[src/design/kdlp_pkg.sv]
package kdlp_pkg;

	localparam int NUM_KEYS_DEF = 6;
	localparam int IN_KEYS      = 6;
	localparam int TIMER_W      = 11;
	localparam int CFG_W        = 10;
	localparam int CFG_IDX_W    = 2;

	localparam logic [CFG_W-1:0] DEBOUNCE_RST = 10'd10;
	localparam logic [CFG_W-1:0] LONG_RST     = 10'd100;

	localparam logic [CFG_IDX_W-1:0] CFG_DEBOUNCE = 2'd0;
	localparam logic [CFG_IDX_W-1:0] CFG_LONG     = 2'd1;

	typedef enum logic [2:0] {
		ST_IDLE              = 3'd0,
		ST_DEBOUNCE          = 3'd1,
		ST_PRESS_EDGE        = 3'd2,
		ST_PRESSED           = 3'd3,
		ST_LONG              = 3'd4,
		ST_RELEASE_EDGE      = 3'd5,
		ST_LONG_RELEASE_EDGE = 3'd6
	} key_state_t;

	typedef struct packed {
		logic [7:0]         elapsed_ms;
		logic [IN_KEYS-1:0] key_levels;
	} item_t;

	typedef struct packed {
		logic [2:0]         front_state;
		logic [2:0]         back_state;
		logic [2:0]         left_state;
		logic [2:0]         right_state;
		logic [2:0]         middle_state;
		logic [2:0]         extra_state;
		logic [IN_KEYS-1:0] sampled_levels;
	} result_t;

	typedef struct packed {
		logic [CFG_W-1:0] debounce_ms;
		logic [CFG_W-1:0] long_press_ms;
	} cfg_t;

endpackage

[src/design/kdlp_key.sv]
module kdlp_key
	import kdlp_pkg::*;
(
	input  logic       clk,
	input  logic       arst_n,
	input  logic       advance,
	input  logic       down,
	input  logic [7:0] elapsed_ms,
	input  cfg_t       cfg,
	output key_state_t state
);

	key_state_t         state_q, state_d;
	logic [TIMER_W-1:0] timer_q, timer_d;
	logic [TIMER_W:0]   sum;
	logic [TIMER_W-1:0] timer_sat;

	// saturate the accumulated hold time
	assign sum       = {1'b0, timer_q} + {{(TIMER_W-7){1'b0}}, elapsed_ms};
	assign timer_sat = sum[TIMER_W] ? {TIMER_W{1'b1}} : sum[TIMER_W-1:0];

	always_comb begin
		state_d = state_q;
		unique case (state_q)
			ST_IDLE: begin
				if (down)
					state_d = ST_DEBOUNCE;
			end
			ST_DEBOUNCE: begin
				if (!down)
					state_d = ST_IDLE;
				else if (timer_sat > {1'b0, cfg.debounce_ms})
					state_d = ST_PRESS_EDGE;
			end
			ST_PRESS_EDGE: begin
				state_d = down ? ST_PRESSED : ST_IDLE;
			end
			ST_PRESSED: begin
				if (!down)
					state_d = ST_RELEASE_EDGE;
				else if (timer_sat > {1'b0, cfg.long_press_ms})
					state_d = ST_LONG;
			end
			ST_LONG: begin
				if (!down)
					state_d = ST_LONG_RELEASE_EDGE;
			end
			ST_RELEASE_EDGE, ST_LONG_RELEASE_EDGE: begin
				state_d = ST_IDLE;
			end
			default: begin
				state_d = state_q;
			end
		endcase
	end

	always_comb begin
		timer_d = timer_q;
		unique case (state_q)
			ST_IDLE: begin
				if (down)
					timer_d = '0;
			end
			ST_DEBOUNCE: begin
				if (!down || timer_sat > {1'b0, cfg.debounce_ms})
					timer_d = '0;
				else
					timer_d = timer_sat;
			end
			ST_PRESS_EDGE: begin
				// a release right at the edge keeps the timer
				if (down)
					timer_d = '0;
			end
			ST_PRESSED: begin
				if (!down || timer_sat > {1'b0, cfg.long_press_ms})
					timer_d = '0;
				else
					timer_d = timer_sat;
			end
			default: begin
				timer_d = timer_q;
			end
		endcase
	end

	always_ff @(posedge clk or negedge arst_n) begin
		if (!arst_n) begin
			state_q <= ST_IDLE;
			timer_q <= '0;
		end else if (advance) begin
			state_q <= state_d;
			timer_q <= timer_d;
		end
	end

	assign state = state_q;

	a_hold: assert property (@(posedge clk) disable iff (!arst_n)
		!advance |=> $stable(state_q) && $stable(timer_q))
		else $error("key state moved without an item");

	a_press_edge: assert property (@(posedge clk) disable iff (!arst_n)
		advance && state_q == ST_PRESS_EDGE |=> state_q == ST_PRESSED || state_q == ST_IDLE)
		else $error("press edge held longer than one item");

	a_release_edge: assert property (@(posedge clk) disable iff (!arst_n)
		advance && (state_q == ST_RELEASE_EDGE || state_q == ST_LONG_RELEASE_EDGE)
		|=> state_q == ST_IDLE)
		else $error("release edge did not return to idle");

	a_timer_cleared: assert property (@(posedge clk) disable iff (!arst_n)
		advance && state_q == ST_IDLE && down |=> timer_q == '0)
		else $error("timer not cleared on debounce entry");

endmodule

[src/design/key_debounce_long_press_top.sv]
// Output: an item's result is registered, shown the cycle after acceptance.
// Throughput: one item per cycle while result_ready is high; a new item is
// taken with the pending result; the single result register sets the rate.
// Reset: arst_n clears every key to idle with a zero timer, empties the
// result register and loads debounce 10 ms and long press 100 ms.
module key_debounce_long_press_top
	import kdlp_pkg::*;
#(
	parameter int NUM_KEYS = NUM_KEYS_DEF
) (
	input  logic                 clk,
	input  logic                 arst_n,
	input  logic                 item_valid,
	output logic                 item_ready,
	input  item_t                item,
	output logic                 result_valid,
	input  logic                 result_ready,
	output result_t              result,
	input  logic                 cfg_we,
	input  logic [CFG_IDX_W-1:0] cfg_index,
	input  logic [CFG_W-1:0]     cfg_data
);

	cfg_t               cfg_q;
	logic               result_valid_q;
	logic [IN_KEYS-1:0] levels_q;
	logic               accept;
	logic [NUM_KEYS-1:0] down;
	key_state_t         st [NUM_KEYS];
	logic [2:0]         rep [IN_KEYS];
	logic [IN_KEYS-1:0] lvl_rep;

	assign item_ready = !result_valid_q || result_ready;
	assign accept     = item_valid && item_ready;

	always_ff @(posedge clk or negedge arst_n) begin
		if (!arst_n) begin
			cfg_q.debounce_ms   <= DEBOUNCE_RST;
			cfg_q.long_press_ms <= LONG_RST;
		end else if (cfg_we) begin
			if (cfg_index == CFG_DEBOUNCE)
				cfg_q.debounce_ms <= cfg_data;
			else if (cfg_index == CFG_LONG)
				cfg_q.long_press_ms <= cfg_data;
		end
	end

	always_ff @(posedge clk or negedge arst_n) begin
		if (!arst_n) begin
			result_valid_q <= 1'b0;
			levels_q       <= '0;
		end else begin
			if (accept)
				result_valid_q <= 1'b1;
			else if (result_ready)
				result_valid_q <= 1'b0;
			if (accept)
				levels_q <= lvl_rep;
		end
	end

	// keys without an input pin read as released
	for (genvar k = 0; k < NUM_KEYS; k++) begin : g_key
		if (k < IN_KEYS) begin : g_pin
			assign down[k] = !item.key_levels[k];
		end else begin : g_nopin
			assign down[k] = 1'b0;
		end

		kdlp_key u_key (
			.clk        (clk),
			.arst_n     (arst_n),
			.advance    (accept),
			.down       (down[k]),
			.elapsed_ms (item.elapsed_ms),
			.cfg        (cfg_q),
			.state      (st[k])
		);
	end

	// the key state registers double as the result payload
	for (genvar i = 0; i < IN_KEYS; i++) begin : g_rep
		if (i < NUM_KEYS) begin : g_have
			assign rep[i]     = st[i];
			assign lvl_rep[i] = item.key_levels[i];
		end else begin : g_absent
			assign rep[i]     = 3'd0;
			assign lvl_rep[i] = 1'b0;
		end
	end

	assign result_valid           = result_valid_q;
	assign result.front_state     = rep[0];
	assign result.back_state      = rep[1];
	assign result.left_state      = rep[2];
	assign result.right_state     = rep[3];
	assign result.middle_state    = rep[4];
	assign result.extra_state     = rep[5];
	assign result.sampled_levels  = levels_q;

	a_fill: assert property (@(posedge clk) disable iff (!arst_n)
		accept |=> result_valid)
		else $error("accepted item produced no result");

	a_no_overrun: assert property (@(posedge clk) disable iff (!arst_n)
		result_valid && !result_ready |-> !item_ready)
		else $error("item taken over an unread result");

	a_levels: assert property (@(posedge clk) disable iff (!arst_n)
		accept |=> result.sampled_levels[0] == $past(item.key_levels[0]))
		else $error("sampled level does not match the item");

endmodule
[config.mk]
export PLATFORM = sky130hd
export DESIGN_NAME = key_debounce_long_press_top
export DESIGN_NICKNAME = d
export VERILOG_FILES = /design/src/design/kdlp_pkg.sv /design/src/design/kdlp_key.sv /design/src/design/key_debounce_long_press_top.sv
export SDC_FILE = /design/constraint.sdc
export NUM_CORES = 1
export LEC_CHECK = 0
export ABC_CLOCK_PERIOD_IN_PS = 4300
export BUFFER_PORTS_ARGS = -buffer_cell sky130_fd_sc_hd__buf_2
export CAP_MARGIN = 30
export CORE_MARGIN = 1.5
export CORE_UTILIZATION = 45
export DETAILED_ROUTE_END_ITERATION = 12
export PLACE_DENSITY_LB_ADDON = 0.25
export SYNTH_ARGS = -nofsm -noshare
export SYNTH_HDL_FRONTEND = slang
export SYNTH_HIERARCHICAL = 1
export SYNTH_SLANG_ARGS = --single-unit
[constraint.sdc]
create_clock -name clk -period 4.3 [get_ports clk]
set_clock_uncertainty 0.1 [all_clocks]
set_input_delay 0.43 -clock clk [delete_from_list [all_inputs] [get_ports clk]]
set_output_delay 0.43 -clock clk [all_outputs]
set_load 0.02 [all_outputs]
==> flow_metrics.env, run 1 <==
export IMPL_setup_viol=0
export IMPL_portBuffers=56
export IMPL_yosys_top_cells_count="172 x inv_1, 168 x ha_1, 111 x nand2_1"
export IMPL_grt_max_degree=49
export IMPL_finish_utilization=0.5361
export IMPL_start_util=0.4575
export IMPL_synth_nets=1502
export IMPL_cts_htree_levels=3
export IMPL_ant_nets=0
export IMPL_die_area_um2=25680
export IMPL_synth_edf_count=0
export IMPL_grt_pass1_wl_um=50670
export IMPL_path_cells="ha_1 > buf_4 > fa_2 > a211oi_2 > o21ai_2 > buf_4 > a31oi_2 > xnor2_1 > or2_2 > ha_1 > a21o_1 > a21oi_1 > o21ai_0 > or4_4 > buf_4 > o311a_1 > a21oi_1"
export IMPL_synth_top_area_cell="dfrtp_1"
export IMPL_syn_area_um2=11130
export IMPL_startpoint_type="flop"
export IMPL_drt_pre_antenna_iters=5
export IMPL_cts_tree="yes"
export IMPL_synth_most_common_cell="inv_1"
export IMPL_peakVddDrop_mv=0.3414
export IMPL_critPathKind="flop to flop"
export IMPL_async_flop_share=1.000
export IMPL_ys_types=98
export IMPL_routed_wl_um=31410
export IMPL_wl_per_cell_um=17.59
export IMPL_fin_area_um2=13040
export IMPL_period_minus_slack_ps=4114
export IMPL_status="finished with violations"
export IMPL_io_pin_count=57
export IMPL_rsz0062_at_grt="true"
export IMPL_grt_pass1_vias=9714
export IMPL_maxCapViolCount=0
export IMPL_synth_seq_cells=111
export IMPL_relSlewSlack=0.3619
export IMPL_dieWidth_um=160.2
export IMPL_numCtsBuffers=9
export IMPL_n_fill_cell=2227
export IMPL_clockRootBuffer="clkbuf_16"
export IMPL_fmax_mhz=243.1
export IMPL_viasPerCell=5.690
export IMPL_critPathMaxFanout=3
export IMPL_total_power_uw=8330
export IMPL_num_rows=57
export IMPL_diodes=0
export IMPL_drive_gt1_frac=0.2209
export IMPL_period_share=0.9567
export IMPL_antenna_found_initial=0
export IMPL_cp_required_ps=4500
export IMPL_r2r_slack_ps=190
export IMPL_netlist_top_cells_area="dfrtp_1 24%, ha_1 19%, inv_1 5.8%, a21oi_1 3.9%, nand2_1 3.7%"
export IMPL_track_usage=0.2500
export IMPL_arrival_ps=4310
export IMPL_violations="hold timing"
export IMPL_crit_top_cell="buf_4"
export IMPL_yosysSeqAreaShare=0.2502
export IMPL_dpl_cell_area_um2=12580
export IMPL_tightest_slew_ps=953.0
export IMPL_synth_ff_type="dfrtp_1"
export IMPL_syn_avg_cell_area_um2=8.579
export IMPL_end_kind="flop"
export IMPL_via_count=10163
export IMPL_hold_viol_final=19
export IMPL_cts_sinks=111
export IMPL_syn_to_final_growth_pct=17.18
export IMPL_finalNetCount=1662
export IMPL_drc=0
export IMPL_setup_ws_ps=186.3
export IMPL_hp_class="primary input to async pin"
export IMPL_dp_hpwl_um=24130
export IMPL_powerDensity_nw_per_um2=638.9
export IMPL_p_leak_uw=0.006679
export IMPL_grt_overflow=0
export IMPL_dp_slack_ps=-284.2
export IMPL_yosysWarnings=6
export IMPL_drt_iter0_drc=740
export IMPL_clockBufferDepth=2
export IMPL_cp_slowest_stage_delay_ps=440
export IMPL_hold_ws_ps=-13.32
export IMPL_die_height_um=160.2
export IMPL_place_congestion=0.8794
export IMPL_crit_path_top_delay_cell="or4_4"
export IMPL_clkTransAtPathRegs_ps=80
export IMPL_core_um2=24320
export IMPL_syn_inst=1297
export IMPL_synth_top_area_share=0.2384
export IMPL_clock_latency_ps=380
export IMPL_drv_slew=0
## layout make-up
cell class              count  area (um^2)  area share
clock buffers              10        229.0     0.01756
repair buffers            176         1196     0.09174
multi-input cells         987         7701      0.5906
flip-flops and latches    111         2784      0.2135
inverters                 172        645.6     0.04952
well taps                 324        405.4     0.03109
clock inverters             6        77.57    0.005950
## registers in the layout (all words and copies together) (netlist names)
signal               count
cfg_q                   20
g_key.u_key/state       18
g_key.u_key/timer_q     66
levels_q                 6
result_valid             1
## critical path: cells and delay by family (launching register included)
family / cells / cell delay (ps)
XOR/XNOR: 1 / 80
AO/OA/AOI/OAI: 8 / 1370
AND/OR/NAND/NOR: 2 / 760
buffers and inverters: 3 / 440
flip-flops: 1 / 410
adder cells (fa/ha/maj): 3 / 870
## per-stage QoR
stage               std cells  setup TNS (ps)
global route             1786          -39.80
global placement         1769           -5857
finish                   1786               0
CTS                      1786               0
floorplan                1297               0
detailed placement       1770           -7882
## worst paths after layout
check | start | to | depth (start not counted)
max | g_key[3].u_key/timer_q[0] | g_key[3].u_key/state[0] | 17
min | arst_n | g_key[5].u_key/timer_q[10] | 1
max reg2reg | g_key[3].u_key/timer_q[0] | g_key[3].u_key/state[0] | 17
min reg2reg | g_key[2].u_key/timer_q[7] | g_key[2].u_key/timer_q[7] | 2
max in group asynchronous | arst_n | cfg_q[5] | 2
min in group clk | item_valid | result_valid | 2
## report_power, final
| group | switching (uW) | leakage [uW] | internal [uW] | total [uW] |
|---|---|---|---|---|
| logic | 3040 | 0.00510 | 2570 | 5620 |
| clock network | 442 | 0.000147 | 464 | 906 |
| registers | 460 | 0.00143 | 1350 | 1810 |
## timing repair
item / in CTS / in global routing
gates resized for setup: 2 / 29
hold buffers: 0 / 0
pin swaps: 0 / 4
buffers inserted: 0 / 0
setup endpoints to repair: 10 / 48
## layout by cell type (no fill, tap or decap), types with 26 or more instances in the layout
| cell type | n |
|---|---|
| buf_4 | 120 |
| a21o_1 | 40 |
| inv_1 | 172 |
| dfrtp_1 | 106 |
| nand2_1 | 111 |
| a21oi_1 | 85 |
| o21ai_0 | 61 |
| xnor2_1 | 26 |
| buf_2 | 55 |
| nand3_1 | 38 |
| ha_1 | 167 |
| nor2_1 | 61 |
## layer usage
metal  up-vias  routed length (um)  track usage
met1      4875               15290       0.3515
met4         0                 697      0.06924
met2       227               14030       0.3988
met5         -                   0            0
met3        44                1393      0.03662
li1       5017                   -            -
## cell families (layout without fill, tap and decap cells)
kind of cell,after synthesis,count (layout),share of synthesized area
XOR/XNOR,35,35,0.02755
AND/OR/NAND/NOR,367,367,0.1740
flip-flops,111,111,0.2502
multiplexers,36,36,0.03902
adder cells (fa/ha/maj),174,174,0.1997
AO/OA/AOI/OAI,375,375,0.2384
buffers and inverters,199,364,0.07118
Note: power is estimated with default switching activity, not from simulation.
==> run 2, diff against run 1 <==
--- a/config.mk
+++ b/config.mk
@@ -5,6 +5,7 @@
 export SDC_FILE = /design/constraint.sdc
 export NUM_CORES = 1
 export LEC_CHECK = 0
+export ABC_AREA = 1
 export ABC_CLOCK_PERIOD_IN_PS = 4300
 export BUFFER_PORTS_ARGS = -buffer_cell sky130_fd_sc_hd__buf_2
 export CAP_MARGIN = 30
==> constraint.sdc (replaced) <==
create_clock -name clk -period 4.3 [get_ports clk]
set_clock_uncertainty 0.1 [all_clocks]
set_input_delay 0 -clock clk [delete_from_list [all_inputs] [get_ports clk]]
set_output_delay 0 -clock clk [all_outputs]
set_load 0.02 [all_outputs]
==> run 2 against run 1 <==
The flow now finishes without violations. Final area grew 2.9%. Area after synthesis rose by 9.2%. Die area is 9.0% higher. Sequential power is essentially flat. First-iteration DRC count fell by 4.3%. Worst setup slack better by 600 ps. Core utilization decreased by 2.5 points. Combinational power increased by 9.4%. Largest cell class unchanged. Highest routed layer unchanged.
==> flow_metrics.env, run 2 <==
export IMPL_status="finished clean"
export IMPL_critPathTopFamily="simple AND/OR/NAND/NOR gates"
export IMPL_grt_overflow=0
export IMPL_cts_sinks=111
export IMPL_hp_class="primary input to flop"
export IMPL_hold_viol_final=0
export IMPL_async_flop_share=1.000
export IMPL_cts_tree="yes"
export IMPL_ant_nets=0
export IMPL_synth_top_area_cell="dfrtp_1"
export IMPL_p_comb_frac=0.693
export IMPL_drc=0
export IMPL_clkTransAtPathRegs_ps=80
export IMPL_peakVddDrop_mv=0.3170
export IMPL_track_usage=0.2455
export IMPL_yosysSeqAreaShare=0.2291
export IMPL_grt_pass1_wl_um=55330
export IMPL_drt_iter0_drc=708
export IMPL_relSlewSlack=0.3976
export IMPL_yosysWarnings=6
export IMPL_crit_path_top_delay_cell="fa_1"
export IMPL_setup_ws_ps=781.8
export IMPL_setup_viol=0
export IMPL_drv_slew=0
export IMPL_syn_avg_cell_area_um2=6.554
export IMPL_n_fill_cell=2662
export IMPL_wl_per_cell_um=14.61
export IMPL_yosys_top_cells_count="588 x nand2_1, 310 x inv_1, 186 x nor2_1"
export IMPL_die_area_um2=28000
export IMPL_clock_latency_ps=370
export IMPL_dp_cells=2221
export IMPL_top_register="g_key.u_key/timer_q"
export IMPL_swShare=0.5319
export IMPL_largest_reg_flops=66
export IMPL_antenna_found_initial=3
export IMPL_powerDensity_nw_per_um2=661.0
export IMPL_viasPerCell=5.094
export IMPL_dpl_cell_area_um2=12740
export IMPL_critPathMaxFanout=10
export IMPL_tightest_slew_ps=903.6
export IMPL_place_congestion=0.8978
export IMPL_dp_slack_ps=906.1
export IMPL_num_rows=59
export IMPL_mostFrequentLayoutCell="nand2_1"
export IMPL_fmax_mhz=284.2
export IMPL_numCtsBuffers=9
export IMPL_grt_pass1_vias=11306
export IMPL_portBuffers=56
export IMPL_die_height_um=167.3
export IMPL_p_switching_uw=4719
export IMPL_syn_to_final_growth_pct=10.45
export IMPL_layout_common_cells="588 x nand2_1, 310 x inv_1, 186 x nor2_1, 168 x ha_1, 106 x dfrtp_1"
export IMPL_final_setup_tns_ps=0
export IMPL_grt_max_degree=60
export IMPL_end_kind="flop"
export IMPL_maxCapViolCount=0
export IMPL_path_buf_inv=1
export IMPL_clockBufferDepth=2
export IMPL_synth_nets=2059
export IMPL_dieWidth_um=167.3
export IMPL_rsz0062_at_grt="false"
export IMPL_via_count=11595
export IMPL_p_clk_frac=0.105
export IMPL_finalNetCount=2138
export IMPL_p_int_uw=4152
export IMPL_clockRootBuffer="clkbuf_16"
export IMPL_hold_ws_ps=174.3
export IMPL_cp_required_ps=4510
export IMPL_startpoint_type="flop"
export IMPL_period_minus_slack_ps=3518
export IMPL_syn_area_um2=12150
export IMPL_register_area_um2=2784
export IMPL_crit_top_cell="nand2_1"
export IMPL_period_share=0.8182
export IMPL_critPathKind="flop to flop"
export IMPL_synth_seq_cells=111
export IMPL_multi_input_area_um2=8013
export IMPL_ys_types=40
export IMPL_start_util=0.4624
export IMPL_finalNonFillerCells=2276
export IMPL_cp_slowest_stage_delay_ps=450
export IMPL_p_leak_uw=0.008087
export IMPL_dp_hpwl_um=24660
export IMPL_cts_htree_levels=3
export IMPL_path_cells="ha_1 > fa_1 > nand3_1 > nand3_1 > a21oi_1 > xnor2_1 > nor2_1 > inv_1 > ha_1 > a21o_1 > nor2_1 > nand2_1 > nand2_1 > nand2_1 > a21oi_1 > nand3_2 > nand2_4 > nand2_1 > nand2_1"
export IMPL_drt_pre_antenna_iters=5
export IMPL_core_um2=26280
export IMPL_routed_wl_um=33250
export IMPL_synth_ff_type="dfrtp_1"
export IMPL_syn_inst=1854
export IMPL_synth_edf_count=0
export IMPL_seqPwrFrac=0.202
export IMPL_drive_gt1_frac=0.1109
export IMPL_synth_most_common_cell="nand2_1"
export IMPL_arrival_ps=3720
export IMPL_fin_area_um2=13420
export IMPL_io_pin_count=57
export IMPL_synth_top_area_share=0.2183
export IMPL_netlist_top_cells_area="dfrtp_1 22%, nand2_1 18%, ha_1 17%, inv_1 9.6%, nor2_1 5.7%"
[run 2: stage by stage]
stage / total power [uW] / utilization
floorplan: 6416 / -
global placement: 7631 / 0.4849
detailed placement: 7852 / 0.4849
CTS: 8865 / 0.5104
global route: 9952 / 0.5107
finish: 8871 / 0.5107
[run 2: timing repair]
| item | CTS | global route |
|---|---|---|
| hold buffers | 36 | 0 |
| resized for setup | 0 | 0 |
| buffers inserted | 0 | 0 |
| hold endpoints to repair | 83 | 0 |
[run 2: cell type report]
class                      count  area share
clock buffer                   9     0.01678
inverter                     326     0.09154
clock inverter                 7    0.006432
antenna                        3   0.0005593
tap                          335     0.03123
multi-input combinational   1391      0.5970
timing repair buffer          94     0.04904
sequential                   111      0.2074
[run 2: cells by family (layout without fill, tap and decap cells)]
group,Yosys count,in the layout,synth area share
and+or+nand+nor,1050,1050,0.3873
buffers and inverters,352,436,0.1115
other,0,3,0
AOI/OAI and AO/OA,131,131,0.06332
adders and majority gates,174,174,0.1829
DFF,111,111,0.2291
xor gates and xnor gates,36,36,0.02595
[run 2: routing by layer]
metal	up-vias	routed length, um	track usage
met3	65	1159	0.03451
met2	194	15980	0.4337
met5	-	0	0
met1	5341	14840	0.2984
li1	5995	-	-
met4	0	1271	0.1038
[run 2: worst reg2reg max path, stage by stage, from the launching register on]
cell and delay, ps:
dfrtp_1 400, ha_1 220, fa_1 450, nand3_1 110
nand3_1 130, a21oi_1 210, xnor2_1 80, nor2_1 160
inv_1 110, ha_1 300, a21o_1 180, nor2_1 140
nand2_1 70, nand2_1 60, nand2_1 50, a21oi_1 250
nand3_2 130, nand2_4 150, nand2_1 80, nand2_1 70
[run 2: worst paths after layout]
check / start / to / slack (ps) / depth (start not counted)
worst min register to register: levels_q[0] / levels_q[0] / 380 / 2
worst max register to register: g_key[0].u_key/timer_q[0] / g_key[0].u_key/timer_q[3] / 780 / 19
worst min-delay path: item[4] / g_key[4].u_key/state[2] / 170 / 5
max in group asynchronous: arst_n / cfg_q[11] / 2950 / 3
min in group asynchronous: arst_n / g_key[2].u_key/timer_q[9] / 180 / 2
worst max-delay path: g_key[0].u_key/timer_q[0] / g_key[0].u_key/timer_q[3] / 780 / 19
[run 2: power by group through the flow]
| stage | sequential (uW) | combinational, uW | clock [uW] |
|---|---|---|---|
| after floorplan | 1720 | 4690 | 0 |
| after global placement | 1800 | 5830 | 0 |
| after detailed placement | 1800 | 6050 | 0 |
| after CTS | 1790 | 6120 | 957 |
| after global routing | 1840 | 7110 | 1000 |
| final | 1790 | 6150 | 930 |
